File: config.mk
export PLATFORM = sky130hd
export DESIGN_NAME = dual_motor_pid_pwm_controller
export DESIGN_NICKNAME = d
export VERILOG_FILES = /design/src/rtl/core/dmpc_pkg.sv /design/src/rtl/core/dual_motor_pid_pwm_controller.sv /design/src/rtl/core/dmpc_regs.sv /design/src/rtl/core/dmpc_smac.sv
export SDC_FILE = /design/constraint.sdc
export NUM_CORES = 2
export LEC_CHECK = 0
export BUFFER_PORTS_ARGS = -buffer_cell sky130_fd_sc_hd__buf_2
export CAP_MARGIN = 20
export CORE_ASPECT_RATIO = 0.5
export CORE_MARGIN = 1
export CORE_UTILIZATION = 30
export DETAILED_ROUTE_END_ITERATION = 6
export PLACE_DENSITY = 0.52
export SYNTH_ARGS = -nofsm -noshare
export SYNTH_HDL_FRONTEND = slang
export SYNTH_HIERARCHICAL = 1
export SYNTH_SLANG_ARGS = --single-unit
File: constraint.sdc
create_clock -name clk -period 21.7 [get_ports clk]
set_input_delay 2.17 -clock clk [delete_from_list [all_inputs] [get_ports clk]]
set_output_delay 2.17 -clock clk [all_outputs]
set_load 0.02 [all_outputs]
File: src/rtl/core/dmpc_pkg.sv
// ----------------------------------------------------------------------------
// dmpc_pkg
// Shared types and constants of the dual motor servo: register map, config
// bundle, sequencer states and the serial multiply-accumulate request.
// ----------------------------------------------------------------------------
package dmpc_pkg;

  // fixed geometry
  localparam int MOTOR_COUNT = 2;
  localparam int MIDX_W      = (MOTOR_COUNT > 1) ? $clog2(MOTOR_COUNT) : 1;

  // serial multiply-accumulate unit
  localparam int LANES       = 3;
  localparam int MCAND_W     = 27;
  localparam int MULT_W      = 32;
  localparam int ACC_W       = 62;
  localparam int DIGIT_W_DEF = 4;

  // field widths
  localparam int REF_W   = 16;
  localparam int SENS_W  = 24;
  localparam int ERR_W   = 25;
  localparam int CMD_W   = 32;
  localparam int VOLT_W  = 16;

  // rounding and saturation
  localparam int TICK_RND   = 1 << 20;
  localparam int TICK_SHIFT = 21;
  localparam int TICK_MAX   = 32767;
  localparam int TICK_MIN   = -32768;
  localparam int CMD_MAX    = 2147483647;
  localparam int CMD_MIN    = -2147483647 - 1;
  localparam int ONE_Q24    = 1 << 24;
  localparam int VOLT_RND   = 1 << 28;
  localparam int VOLT_SHIFT = 29;
  localparam int VOLT_MAX   = 16384;

  // configuration port
  localparam int CFG_AW = 5;
  localparam int CFG_DW = 32;

  typedef enum logic [2:0] {
    REG_PROP_GAIN  = 3'd0,
    REG_INTEG_GAIN = 3'd1,
    REG_DERIV_GAIN = 3'd2,
    REG_REF_LIMIT  = 3'd3,
    REG_TICKS_RAD  = 3'd4,
    REG_DEADBAND   = 3'd5,
    REG_DRIVE_GAIN = 3'd6
  } reg_idx_t;

  localparam logic [31:0] PROP_GAIN_RST  = 32'd16777;
  localparam logic [31:0] INTEG_GAIN_RST = 32'd0;
  localparam logic [31:0] DERIV_GAIN_RST = 32'd134218;
  localparam logic [14:0] REF_LIMIT_RST  = 15'd25723;
  localparam logic [23:0] TICKS_RAD_RST  = 24'd1339843;
  localparam logic [23:0] DEADBAND_RST   = 24'd5033165;
  localparam logic [23:0] DRIVE_GAIN_RST = 24'd748983;

  typedef struct packed {
    logic [31:0] prop_gain;
    logic [31:0] integ_gain;
    logic [31:0] deriv_gain;
    logic [14:0] ref_limit;
    logic [23:0] ticks_per_radian;
    logic [23:0] deadband;
    logic [23:0] drive_gain;
  } cfg_t;

  typedef enum logic [2:0] {
    ST_IDLE,
    ST_PID_GO,
    ST_PID_RUN,
    ST_TICK_GO,
    ST_TICK_RUN,
    ST_VOLT_GO,
    ST_VOLT_RUN,
    ST_DONE
  } state_t;

  typedef logic signed [MCAND_W-1:0] mcand_t;
  typedef logic [MULT_W-1:0]         mult_t;

  typedef struct packed {
    logic                    start;
    mcand_t [LANES-1:0]      mcand;
    mult_t  [LANES-1:0]      mult;
  } smac_req_t;

endpackage

File: src/rtl/core/dual_motor_pid_pwm_controller.sv
// ----------------------------------------------------------------------------
// dual_motor_pid_pwm_controller
// Two-motor position servo: reference clamp and tick conversion, incremental
// PID with saturating command, dead-zone compensated drive voltage.
//
//   channel | direction | handshake          | word
//   in_     | input     | in_valid/in_stall  | two ref angles, two sensor ticks
//   out_    | output    | out_valid/out_stall| two drive voltages
//   cfg_    | input     | apb psel/penable   | seven gain/limit registers
//
// A motor inside the dead zone skips its voltage multiply. Each motor runs
// its passes through the single digit-serial multiply-accumulate unit: PID
// delta, tick conversion and, outside the dead zone, voltage.
// Reset (rst_n, synchronous) clears the PID state and loads register defaults.
// in_stall is high while a word is in work; a finished word waits in the
// output register and the next word can be worked on meanwhile.
// ----------------------------------------------------------------------------
module dual_motor_pid_pwm_controller import dmpc_pkg::*; #(
  parameter int DIGIT_W = DIGIT_W_DEF
) (
  input  logic                     clk,
  input  logic                     rst_n,
  input  logic                     in_valid,
  output logic                     in_stall,
  input  logic signed [REF_W-1:0]  in_ref_angle_a,
  input  logic signed [REF_W-1:0]  in_ref_angle_b,
  input  logic signed [SENS_W-1:0] in_sensor_ticks_a,
  input  logic signed [SENS_W-1:0] in_sensor_ticks_b,
  output logic                     out_valid,
  input  logic                     out_stall,
  output logic signed [VOLT_W-1:0] out_drive_volts_a,
  output logic signed [VOLT_W-1:0] out_drive_volts_b,
  input  logic                     cfg_psel,
  input  logic                     cfg_penable,
  input  logic                     cfg_pwrite,
  input  logic [CFG_AW-1:0]        cfg_paddr,
  input  logic [CFG_DW-1:0]        cfg_pwdata,
  output logic [CFG_DW-1:0]        cfg_prdata,
  output logic                     cfg_pready
);

  localparam int SUM_W = ACC_W + 1;

  cfg_t                     cfg;
  smac_req_t                req;
  logic                     smac_done;
  logic signed [ACC_W-1:0]  smac_acc;

  state_t                   state_r, state_nxt;
  logic [MIDX_W-1:0]        m_r;
  logic                     last_motor, motor_end, out_load;

  // captured word and per motor state
  logic signed [REF_W-1:0]  ref_cap_r  [MOTOR_COUNT];
  logic signed [SENS_W-1:0] sens_cap_r [MOTOR_COUNT];
  logic signed [REF_W-1:0]  dref_r     [MOTOR_COUNT];
  logic signed [ERR_W-1:0]  e1_r       [MOTOR_COUNT];
  logic signed [ERR_W-1:0]  e2_r       [MOTOR_COUNT];
  logic signed [CMD_W-1:0]  cmd_r      [MOTOR_COUNT];
  logic signed [VOLT_W-1:0] volts_r    [MOTOR_COUNT];
  logic signed [VOLT_W-1:0] out_volts_r[MOTOR_COUNT];
  logic                     out_valid_r;
  logic signed [ERR_W-1:0]  e_r;
  logic                     neg_r;

  // datapath wires
  logic signed [REF_W:0]    ref_ext, lim_pos, lim_neg, ref_clip;
  logic signed [ERR_W-1:0]  e_cur;
  logic signed [ERR_W:0]    d1;
  logic signed [ERR_W+1:0]  d2;
  logic signed [SUM_W-1:0]  cmd_sum;
  logic signed [CMD_W-1:0]  cmd_sat, cmd_cur;
  logic signed [ACC_W-1:0]  tick_rnd, tick_q, volt_rnd, volt_q;
  logic signed [REF_W-1:0]  tick_sat;
  logic [CMD_W:0]           cmd_abs;
  logic                     cmd_neg, dead;
  logic [ERR_W-1:0]         v_abs, mag;
  logic [VOLT_W-1:0]        volt_mag;
  logic signed [VOLT_W-1:0] volt_val;

  dmpc_regs u_regs (
    .clk         (clk),
    .rst_n       (rst_n),
    .cfg_psel    (cfg_psel),
    .cfg_penable (cfg_penable),
    .cfg_pwrite  (cfg_pwrite),
    .cfg_paddr   (cfg_paddr),
    .cfg_pwdata  (cfg_pwdata),
    .cfg_prdata  (cfg_prdata),
    .cfg_pready  (cfg_pready),
    .cfg         (cfg)
  );

  dmpc_smac #(.DIGIT_W(DIGIT_W)) u_smac (
    .clk   (clk),
    .rst_n (rst_n),
    .req   (req),
    .done  (smac_done),
    .acc   (smac_acc)
  );

  // reference clamp to +/- limit
  always_comb begin
    ref_ext = (REF_W+1)'(ref_cap_r[m_r]);
    lim_pos = signed'({2'b00, cfg.ref_limit});
    lim_neg = -lim_pos;
    if (ref_ext > lim_pos) begin
      ref_clip = lim_pos;
    end else if (ref_ext < lim_neg) begin
      ref_clip = lim_neg;
    end else begin
      ref_clip = ref_ext;
    end
  end

  // tracking error and its differences
  always_comb begin
    e_cur = ERR_W'(dref_r[m_r]) - ERR_W'(sens_cap_r[m_r]);
    d1    = (ERR_W+1)'(e_cur) - (ERR_W+1)'(e1_r[m_r]);
    d2    = (ERR_W+2)'(e_cur) - ((ERR_W+2)'(e1_r[m_r]) <<< 1)
          + (ERR_W+2)'(e2_r[m_r]);
  end

  // accumulator update with saturation
  always_comb begin
    cmd_sum = SUM_W'(cmd_r[m_r]) + SUM_W'(smac_acc);
    if (cmd_sum > SUM_W'(CMD_MAX)) begin
      cmd_sat = CMD_W'(CMD_MAX);
    end else if (cmd_sum < SUM_W'(CMD_MIN)) begin
      cmd_sat = CMD_W'(CMD_MIN);
    end else begin
      cmd_sat = CMD_W'(cmd_sum);
    end
  end

  // tick conversion rounding and saturation
  always_comb begin
    tick_rnd = smac_acc + ACC_W'(TICK_RND);
    tick_q   = tick_rnd >>> TICK_SHIFT;
    if (tick_q > ACC_W'(TICK_MAX)) begin
      tick_sat = REF_W'(TICK_MAX);
    end else if (tick_q < ACC_W'(TICK_MIN)) begin
      tick_sat = REF_W'(TICK_MIN);
    end else begin
      tick_sat = REF_W'(tick_q);
    end
  end

  // dead zone test and magnitude above it
  always_comb begin
    cmd_cur = cmd_r[m_r];
    cmd_neg = cmd_cur[CMD_W-1];
    cmd_abs = cmd_neg ? (CMD_W+1)'(-((CMD_W+1)'(cmd_cur))) : (CMD_W+1)'(cmd_cur);
    dead    = cmd_abs <= (CMD_W+1)'(cfg.deadband);
    v_abs   = (cmd_abs > (CMD_W+1)'(ONE_Q24)) ? ERR_W'(ONE_Q24) : ERR_W'(cmd_abs);
    mag     = v_abs - ERR_W'(cfg.deadband);
  end

  // voltage rounding, limit and sign
  always_comb begin
    volt_rnd = smac_acc + ACC_W'(VOLT_RND);
    volt_q   = volt_rnd >>> VOLT_SHIFT;
    volt_mag = (volt_q > ACC_W'(VOLT_MAX)) ? VOLT_W'(VOLT_MAX) : VOLT_W'(volt_q);
    volt_val = neg_r ? -signed'(volt_mag) : signed'(volt_mag);
  end

  // sequencer: next state and unit requests
  always_comb begin
    state_nxt  = state_r;
    req        = '0;
    last_motor = (m_r == MIDX_W'(MOTOR_COUNT - 1));
    motor_end  = 1'b0;
    out_load   = 1'b0;
    case (state_r)
      ST_IDLE: begin
        if (in_valid) state_nxt = ST_PID_GO;
      end
      ST_PID_GO: begin
        req.start    = 1'b1;
        req.mcand[0] = MCAND_W'(d1);
        req.mult[0]  = cfg.prop_gain;
        req.mcand[1] = MCAND_W'(e_cur);
        req.mult[1]  = cfg.integ_gain;
        req.mcand[2] = MCAND_W'(d2);
        req.mult[2]  = cfg.deriv_gain;
        state_nxt    = ST_PID_RUN;
      end
      ST_PID_RUN: begin
        if (smac_done) state_nxt = ST_TICK_GO;
      end
      ST_TICK_GO: begin
        req.start    = 1'b1;
        req.mcand[0] = MCAND_W'(ref_clip);
        req.mult[0]  = MULT_W'(cfg.ticks_per_radian);
        state_nxt    = ST_TICK_RUN;
      end
      ST_TICK_RUN: begin
        if (smac_done) state_nxt = ST_VOLT_GO;
      end
      ST_VOLT_GO: begin
        if (dead) begin
          motor_end = 1'b1;
        end else begin
          req.start    = 1'b1;
          req.mcand[0] = MCAND_W'(mag);
          req.mult[0]  = MULT_W'(cfg.drive_gain);
          state_nxt    = ST_VOLT_RUN;
        end
      end
      ST_VOLT_RUN: begin
        motor_end = smac_done;
      end
      ST_DONE: begin
        if (!out_valid_r || !out_stall) begin
          out_load  = 1'b1;
          state_nxt = ST_IDLE;
        end
      end
      default: state_nxt = ST_IDLE;
    endcase
    if (motor_end) begin
      state_nxt = last_motor ? ST_DONE : ST_PID_GO;
    end
  end

  // state register
  always_ff @(posedge clk) begin
    if (!rst_n) begin
      state_r <= ST_IDLE;
    end else begin
      state_r <= state_nxt;
    end
  end

  // motor index and output valid
  always_ff @(posedge clk) begin
    if (!rst_n) begin
      m_r         <= '0;
      out_valid_r <= 1'b0;
    end else begin
      if (state_r == ST_IDLE) begin
        m_r <= '0;
      end else if (motor_end && !last_motor) begin
        m_r <= m_r + MIDX_W'(1);
      end
      if (out_load) begin
        out_valid_r <= 1'b1;
      end else if (!out_stall) begin
        out_valid_r <= 1'b0;
      end
    end
  end

  // per motor servo state
  always_ff @(posedge clk) begin
    if (!rst_n) begin
      for (int m = 0; m < MOTOR_COUNT; m++) begin
        dref_r[m] <= '0;
        e1_r[m]   <= '0;
        e2_r[m]   <= '0;
        cmd_r[m]  <= '0;
      end
    end else begin
      if (state_r == ST_PID_RUN && smac_done) begin
        cmd_r[m_r] <= cmd_sat;
        e2_r[m_r]  <= e1_r[m_r];
        e1_r[m_r]  <= e_r;
      end
      if (state_r == ST_TICK_RUN && smac_done) begin
        dref_r[m_r] <= tick_sat;
      end
    end
  end

  // captured word, working values and results
  always_ff @(posedge clk) begin
    if (state_r == ST_IDLE && in_valid) begin
      ref_cap_r[0]  <= in_ref_angle_a;
      ref_cap_r[1]  <= in_ref_angle_b;
      sens_cap_r[0] <= in_sensor_ticks_a;
      sens_cap_r[1] <= in_sensor_ticks_b;
    end
    if (state_r == ST_PID_GO) begin
      e_r <= e_cur;
    end
    if (state_r == ST_VOLT_GO) begin
      neg_r <= cmd_neg;
      if (dead) volts_r[m_r] <= '0;
    end
    if (state_r == ST_VOLT_RUN && smac_done) begin
      volts_r[m_r] <= volt_val;
    end
    if (out_load) begin
      for (int m = 0; m < MOTOR_COUNT; m++) begin
        out_volts_r[m] <= volts_r[m];
      end
    end
  end

  assign in_stall          = (state_r != ST_IDLE);
  assign out_valid         = out_valid_r;
  assign out_drive_volts_a = out_volts_r[0];
  assign out_drive_volts_b = out_volts_r[1];

endmodule

File: src/rtl/core/dmpc_regs.sv
// ----------------------------------------------------------------------------
// dmpc_regs
// APB-style configuration registers, one word per register at 4*index.
// ----------------------------------------------------------------------------
module dmpc_regs import dmpc_pkg::*; (
  input  logic              clk,
  input  logic              rst_n,
  input  logic              cfg_psel,
  input  logic              cfg_penable,
  input  logic              cfg_pwrite,
  input  logic [CFG_AW-1:0] cfg_paddr,
  input  logic [CFG_DW-1:0] cfg_pwdata,
  output logic [CFG_DW-1:0] cfg_prdata,
  output logic              cfg_pready,
  output cfg_t              cfg
);

  cfg_t     cfg_r;
  reg_idx_t idx;
  logic     wr_en;

  assign idx        = reg_idx_t'(cfg_paddr[CFG_AW-1:2]);
  assign wr_en      = cfg_psel && cfg_penable && cfg_pwrite;
  assign cfg_pready = 1'b1;
  assign cfg        = cfg_r;

  // register write
  always_ff @(posedge clk) begin
    if (!rst_n) begin
      cfg_r.prop_gain        <= PROP_GAIN_RST;
      cfg_r.integ_gain       <= INTEG_GAIN_RST;
      cfg_r.deriv_gain       <= DERIV_GAIN_RST;
      cfg_r.ref_limit        <= REF_LIMIT_RST;
      cfg_r.ticks_per_radian <= TICKS_RAD_RST;
      cfg_r.deadband         <= DEADBAND_RST;
      cfg_r.drive_gain       <= DRIVE_GAIN_RST;
    end else if (wr_en) begin
      case (idx)
        REG_PROP_GAIN:  cfg_r.prop_gain        <= cfg_pwdata;
        REG_INTEG_GAIN: cfg_r.integ_gain       <= cfg_pwdata;
        REG_DERIV_GAIN: cfg_r.deriv_gain       <= cfg_pwdata;
        REG_REF_LIMIT:  cfg_r.ref_limit        <= cfg_pwdata[14:0];
        REG_TICKS_RAD:  cfg_r.ticks_per_radian <= cfg_pwdata[23:0];
        REG_DEADBAND:   cfg_r.deadband         <= cfg_pwdata[23:0];
        REG_DRIVE_GAIN: cfg_r.drive_gain       <= cfg_pwdata[23:0];
        default: ;
      endcase
    end
  end

  // read back
  always_comb begin
    case (idx)
      REG_PROP_GAIN:  cfg_prdata = cfg_r.prop_gain;
      REG_INTEG_GAIN: cfg_prdata = cfg_r.integ_gain;
      REG_DERIV_GAIN: cfg_prdata = cfg_r.deriv_gain;
      REG_REF_LIMIT:  cfg_prdata = CFG_DW'(cfg_r.ref_limit);
      REG_TICKS_RAD:  cfg_prdata = CFG_DW'(cfg_r.ticks_per_radian);
      REG_DEADBAND:   cfg_prdata = CFG_DW'(cfg_r.deadband);
      REG_DRIVE_GAIN: cfg_prdata = CFG_DW'(cfg_r.drive_gain);
      default:        cfg_prdata = '0;
    endcase
  end

endmodule

File: src/rtl/core/dmpc_smac.sv
// ----------------------------------------------------------------------------
// dmpc_smac
// Digit-serial multiply-accumulate: sum over lanes of signed multiplicand
// times unsigned multiplier, multiplier digits taken most significant first.
// ----------------------------------------------------------------------------
module dmpc_smac import dmpc_pkg::*; #(
  parameter int DIGIT_W = DIGIT_W_DEF
) (
  input  logic                    clk,
  input  logic                    rst_n,
  input  smac_req_t               req,
  output logic                    done,
  output logic signed [ACC_W-1:0] acc
);

  localparam int NDIG   = (MULT_W + DIGIT_W - 1) / DIGIT_W;
  localparam int SREG_W = NDIG * DIGIT_W;
  localparam int CNT_W  = $clog2(NDIG + 1);
  localparam int PROD_W = MCAND_W + DIGIT_W + 1;
  localparam int SUM_W  = PROD_W + 2;

  mcand_t                    mcand_r [LANES];
  logic [SREG_W-1:0]         mult_r  [LANES];
  logic [CNT_W-1:0]          cnt_r;
  logic                      done_r;
  logic signed [ACC_W-1:0]   acc_r, acc_nxt;
  logic signed [PROD_W-1:0]  prod [LANES];
  logic signed [SUM_W-1:0]   lane_sum;

  // one digit per lane, summed into the shifted accumulator
  always_comb begin
    lane_sum = '0;
    for (int k = 0; k < LANES; k++) begin
      prod[k]  = mcand_r[k] * $signed({1'b0, mult_r[k][SREG_W-1 -: DIGIT_W]});
      lane_sum = lane_sum + SUM_W'(prod[k]);
    end
    acc_nxt = (acc_r <<< DIGIT_W) + ACC_W'(lane_sum);
  end

  // digit counter and done pulse
  always_ff @(posedge clk) begin
    if (!rst_n) begin
      cnt_r  <= '0;
      done_r <= 1'b0;
    end else begin
      done_r <= (cnt_r == CNT_W'(1));
      if (req.start) begin
        cnt_r <= CNT_W'(NDIG);
      end else if (cnt_r != '0) begin
        cnt_r <= cnt_r - CNT_W'(1);
      end
    end
  end

  // operand shift registers and accumulator
  always_ff @(posedge clk) begin
    if (req.start) begin
      acc_r <= '0;
      for (int k = 0; k < LANES; k++) begin
        mcand_r[k] <= req.mcand[k];
        mult_r[k]  <= SREG_W'(req.mult[k]);
      end
    end else if (cnt_r != '0) begin
      acc_r <= acc_nxt;
      for (int k = 0; k < LANES; k++) begin
        mult_r[k] <= mult_r[k] << DIGIT_W;
      end
    end
  end

  assign done = done_r;
  assign acc  = acc_r;

endmodule
## Yosys cells after proc, flatten, opt, wreduce, memory -nomap -nowiden

Memories as Yosys holds them, arrays and structs flattened. A register that Yosys moved wholly into a read port is not among the register bits.
Index checks and enable logic that the tools add are counted.

| word-level totals | value |
|---|---|
| bits in registers | 281 |
| bits of input ports | 124 |
| memories kept | 10 |
| logic and storage cells | 194 |
| output and inout bits | 67 |
| memory bits (writable) | 517 |

Memories:

| name | words | bits a word | read ports | clocked after Yosys merged registers in | write ports | line | source |
|---|---|---|---|---|---|---|---|
| u_smac.mult_r | 3 | 32 | 3 | 0 | 3 | dmpc_smac.sv:23 | `logic [SREG_W-1:0] mult_r [LANES];` |
| u_smac.mcand_r | 3 | 27 | 3 | 0 | 3 | dmpc_smac.sv:22 | `mcand_t mcand_r [LANES];` |
| cmd_r | 2 | 32 | 1 | 1 | 2 | dual_motor_pid_pwm_controller.sv:59 | `logic signed [CMD_W-1:0] cmd_r [MOTOR_COUNT];` |
| e1_r | 2 | 25 | 1 | 1 | 2 | dual_motor_pid_pwm_controller.sv:57 | `logic signed [ERR_W-1:0] e1_r [MOTOR_COUNT];` |
| e2_r | 2 | 25 | 1 | 1 | 2 | dual_motor_pid_pwm_controller.sv:58 | `logic signed [ERR_W-1:0] e2_r [MOTOR_COUNT];` |
| sens_cap_r | 2 | 24 | 1 | 1 | 2 | dual_motor_pid_pwm_controller.sv:55 | `logic signed [SENS_W-1:0] sens_cap_r [MOTOR_COUNT];` |
| +4 memories | -- | -- | -- | -- | -- | -- |  |

| operators by class | value |
|---|---|
| order comparisons | 9 |
| multiply operators | 3 |
| eq/ne operators | 20 |
| reduce and logical (&&, ||, !) cells | 32 |
| mux-type cells | 83 |
| bitwise operators | 5 |
| add/subtract/negate cells | 16 |

Operators with widths:

| operator | number |
|---|---|
| $pmux W32 S7 | 1 |
| $mux W32 | 6 |
| $mux W25 | 4 |
| $mul A27 B5 Y32 | 3 |
| $mux W16 | 6 |
| $pmux W32 S3 | 1 |
| $pmux W27 S3 | 1 |
| $mux W64 | 1 |
| $add A32 B62 Y63 | 1 |
| $gt A63 B32 Y1 const B | 1 |
| $lt A63 B32 Y1 const B | 1 |
| $add A62 B22 Y62 const B | 1 |
| $add A62 B30 Y62 const B | 1 |
| $add A62 B34 Y62 | 1 |
| $mux W54 | 1 |
| $reduce_or A25 Y1 | 2 |
| $mux W1 | 46 |
| $gt A41 B16 Y1 const B | 1 |
| $lt A41 B16 Y1 const B | 1 |
| $add A33 B32 Y34 | 1 |
| $mux W17 | 2 |
| $add A32 B32 Y33 | 1 |
| $gt A33 B16 Y1 const B | 1 |
| $gt A33 B25 Y1 const B | 1 |
| other kinds (41) | 82 |

## Depth between registers and ports, before layout

| depth | value |
|---|---|
| depth in word-level cells | 8 |
| depth in mapped cells | 39 |
| depth with buffers taken out | 30 |

## Modules after synthesis

Netlist, hierarchy kept.

Modules (own cells, without submodules):

| module | cells an instance | times used | area each (µm²) | sequential area each (µm²) |
|---|---|---|---|---|
| dual_motor_pid_pwm_controller | 3,188 | 1 | 29,948.7 | 11,110.7 |
| dmpc_smac | 2,617 | 1 | 25,191.7 | 6,656.4 |
| dmpc_regs | 875 | 1 | 8,309.2 | 3,663.5 |

## Worst setup path before layout

OpenSTA, ideal clock, no wires.

| timing path | value |
|---|---|
| path kind | register to register |
| start | register (tool-made name) |
| end | memory u_smac/mult_r[0][0] (netlist bit), enable pin |
| path buffers | 11 |
| cell stages (with the launch flop) | 30 |
| setup time | 0.450 ns |
| setup slack | 11.788 ns |
| arrival time | 9.462 ns |
| required time | 21.250 ns |
| clock period less this slack | 9.912 ns |
| cell sequence | dfxtp_1 -> buf_2 -> buf_2 -> buf_1 -> buf_2 -> buf_2 -> buf_2 -> buf_1 -> clkbuf_1 -> mux2_2 -> inv_1 -> ha_1 -> o221ai_1 -> nor4_1 -> and3_1 -> a21oi_1 -> xnor2_1 -> inv_1 -> ha_1 -> nand4_1 -> nor2_1 -> a21boi_0 -> o21ai_0 -> a31oi_1 -> clkbuf_1 -> or2_2 -> clkbuf_1 -> nor2_1 -> clkbuf_1 -> inv_1 |

RTL lines:

| what | line |
|---|---|
| to (decl) | dmpc_smac.sv:23 |

==> summary.md <==
| Metric | Value |
|---|---|
| Top Family by Delay on Critical Path | `compound AO/OA/AOI/OAI gates` |
| # rows | `118` |
| Fraction of synthesized cell area in xor and xnor cells | `3.75%` |
| Cell count after synthesis | `~6.7k` |
| Number of synthesis warnings | `6` |
| Final nets | `about 7.7k` |
| Worst path max stage delay | `0.71 ns` |
| Count of hold buffers inserted by post-cts repair | `0` |
| Worst setup slack before clock tree synthesis | `13.05 ns` |
| Final Core Density | `about a third` |
| Min Clock Period, post-route | `between 8 and 9 ns` |
| GPL Wtd Cong | `0.911` |
| Root buffer selected by CTS | `sky130_fd_sc_hd__clkbuf_16` |
| Pin count of the biggest net entering global routing | `approximately 140` |
| Async S/R FF share, synth | `0%` |
| Setup Total Neg Slack | `0 ns` |
| Data arrival, critical path | `around 9.1 ns` |
| Routed via count divided by cell count | `5.06` |
| Max Freq | `115 MHz` |
| Initial antenna violation count | `11` |
| Total length of routed wires | `202,000 µm` |
| Least setup slack across all paths after layout | `13.03 ns` |
| Biggest area contributors in the synthesized netlist | `sky130_fd_sc_hd__edfxtp_1, sky130_fd_sc_hd__fa_1, sky130_fd_sc_hd__dfxtp_1` |
| Core Area | `0.209 mm²` |
| Die span in x | `652 µm` |
| Top cells by instance count after synthesis | `sky130_fd_sc_hd__nand2_1, sky130_fd_sc_hd__inv_1, sky130_fd_sc_hd__edfxtp_1` |
| Worst endpoint required time | `22.14 ns` |
| DIE AREA | `about 0.21 mm²` |
| I/O pin total | `191` |
| Setup repair after global routing missed its margin | `no` |
| Number of clock sinks | `799` |
| Worst hold path depth | `0` |
| Proportion of layout cells with a drive suffix above 1 | `under 10%` |
| Max stage delay cell, worst path | `sky130_fd_sc_hd__dfxtp_4` |
| Placed Cells incl. Taps | `9,460` |
| Relative slew margins | `between 20% and 30%` |
| Total via count in the routed design | `between 40k and 50k` |
| Number of buffers created by CTS | `85` |
| Syn nets | `7,623` |
| CTS tree | `built` |
| Layout area overhead | `10.8%` |
| Main combinational cell family by area after synthesis | `adder cells` |
| Number of flops mapped to enable cells by yosys | `543` |
| RR Endpoint | `u_smac/mcand_r[0][80]` |
| Adder-Cell Fraction of Synth Area | `21.2%` |
| Overall Global Routing Usage | `18.5%` |
| Number of hold-slack violations in the final timing report | `0` |
| Post-Synth Simple-Gate Area | `16.4%` |
| Biggest fanout along the worst timing path | `39` |
| Flip-flop and latch count after synthesis | `799` |
| Pre-antenna DRT Iters | `7` |
| Area of the mapped netlist | `between 0.06 and 0.07 mm²` |
| Worst reg2reg setup slack | `13.03 ns` |
| Final number of max-transition violations | `0` |
| Antenna violation net count after detailed routing | `0` |
| Clock insertion delay at the later pin of the skew report | `~0.75 ns` |
| WP buf/inv | `2` |
| Number of H-tree branching levels | `3` |
| Final global-route overflow total | `0` |
| Max Cap Viol | `0` |
| HP Start | `volts_r[0][7]` |
| Type of the most critical hold path | `reg -> reg` |
| Worst Tran Pin Value | `1.16 ns` |
| Average footprint of a synthesized cell | `9.50 µm²` |
| Cts repair resizes | `0` |
| Violation count after the first detailed-routing iteration | `4,440` |
| Worst reg2reg path depth | `28` |
| Share of the cycle needed by the critical path after routing | `40.0%` |
| Non-Filler Instances | `around 9.6k` |
| Clock Pin Slew Worst Setup and Hold Paths | `0.08 ns` |
| Final HPWL DP | `151,000 µm` |
| Final routed wire length divided by cell count | `roughly 21 µm` |
| Count of distinct cell types in the synthesized netlist | `108` |
| Share of the synthesized area in compound gates (AO/OA/AOI/OAI) | `about an eighth` |
| Finish-stage setup viols | `0` |
| Port Buffers | `about 190` |
| Endpoint of the worst hold path | `out_volts_r[0][7]` |
| Library cell occupying the most area in the post-synthesis netlist | `sky130_fd_sc_hd__edfxtp_1` |
| Fraction of synthesized area in multiplexers | `5.69%` |
| Buffers inserted by post-CTS timing repair | `0` |
| DRC errors left | `0` |
| Type of the worst setup path | `reg -> reg` |
| Largest buffer count on any clock path | `3` |
| Post-Route Skew | `0.0886 ns` |
| Kind of capture point of the worst setup path | `flop` |
| Fraction of synthesized cell area taken by the top area cell type | `25.7%` |
| Global-route wire length before repair | `around 300,000 µm` |
| Sequential fraction of the synthesis area | `around 34%` |
| Overall die height | `327 µm` |
| Initial Utilization | `30.4%` |
| Top FF cell, synth | `sky130_fd_sc_hd__edfxtp_1` |
| Most frequent cell after synthesis | `sky130_fd_sc_hd__nand2_1` |
| Crit start category | `flop` |
| Number of global-route vias before repair | `46.9k` |
| Outcome | `complete, no violations` |
| Layout fillers | `21.6k` |
[flip-flops by register name, indices dropped and copies added, names as in the netlist, 3 cells and up, named ones only]
signal          cells
u_smac/mult_r      96
ref_cap_r          32
u_smac/acc         62
u_regs/cfg        183
e2_r               50
state_r             3
e_r                25
cmd_r              64
volts_r            32
u_smac/mcand_r     81
sens_cap_r         48
u_smac/cnt_r        4
out_volts_r        32
e1_r               50
dref_r             32
[layer usage]
layer	vias up	wire length, µm	GRT usage, %
li1	23000	-	-
met1	24200	95400	26.8
met2	1351	91800	29.7
met3	202	11500	2.64
met4	8	3330	3.13
met5	-	50	0
[placed cells by master (no fill, tap or decap), types with 88 or more instances in the layout]
master	n
sky130_fd_sc_hd__nand2_1	870
sky130_fd_sc_hd__inv_1	741
sky130_fd_sc_hd__edfxtp_1	543
sky130_fd_sc_hd__fa_1	427
sky130_fd_sc_hd__ha_1	392
sky130_fd_sc_hd__nor2_1	377
sky130_fd_sc_hd__and2_1	336
sky130_fd_sc_hd__a21oi_1	328
sky130_fd_sc_hd__dfxtp_1	255
sky130_fd_sc_hd__mux2i_1	228
sky130_fd_sc_hd__o21ai_0	213
sky130_fd_sc_hd__buf_2	186
sky130_fd_sc_hd__xnor2_1	177
sky130_fd_sc_hd__nand3_1	117
sky130_fd_sc_hd__mux2_2	107
sky130_fd_sc_hd__nor3_1	105
sky130_fd_sc_hd__a21o_1	98
sky130_fd_sc_hd__xor2_1	95
sky130_fd_sc_hd__buf_4	88
[layout make-up]
class	count	area, µm²	area share [%]
multi-input combinational	4816	37900	53.9
sequential	799	21400	30.5
tap	2820	3530	5.02
inverter	748	2810	4.00
clock buffer	110	2280	3.24
timing repair buffer	280	1720	2.45
clock inverter	46	618	0.879
antenna	3	7.51	0.0107
[through the flow]
| step | hold WS (ns) | cell area (µm²) |
|---|---|---|
| after floorplan | 0.400 | 63400 |
| after global placement | 0.404 | 67300 |
| after detailed placement | 0.405 | 67300 |
| after CTS | 0.415 | 70200 |
| after global routing | 0.420 | 70300 |
| final | 0.416 | 70300 |
[worst max-delay path by stage]
stage | endpoint | slack [ns] | depth (start not counted)
global placement | u_smac/mcand_r[0][80] | 13.01 | 31
detailed placement | u_smac/mcand_r[0][80] | 13.05 | 28
finish | u_smac/mcand_r[0][80] | 13.03 | 28
CTS | u_smac/mcand_r[0][80] | 13.04 | 28
global route | u_smac/mcand_r[0][80] | 12.37 | 31
floorplan | u_smac/mult_r[0][0] | 11.79 | 29
[worst register-to-register path, delay by kind of cell (launching register included)]
family | cells | cell delay [ns]
compound gates | 14 | 3.60
fa+ha+maj | 4 | 1.49
simple gates | 5 | 0.99
flops | 1 | 0.71
buf+inv | 2 | 0.68
mux | 1 | 0.52
xor+xnor | 2 | 0.44
[cells by family after synthesis]
family,Yosys count
and+or+nand+nor,2177
AOI/OAI and AO/OA,1206
xor gates and xnor gates,272
muxes,341
other,1
DFF,799
buffers and inverters,1065
adders and majority gates,819
Power is not shown: default switching activity piles up to over one toggle a cycle in this logic, so the estimate is an artifact.
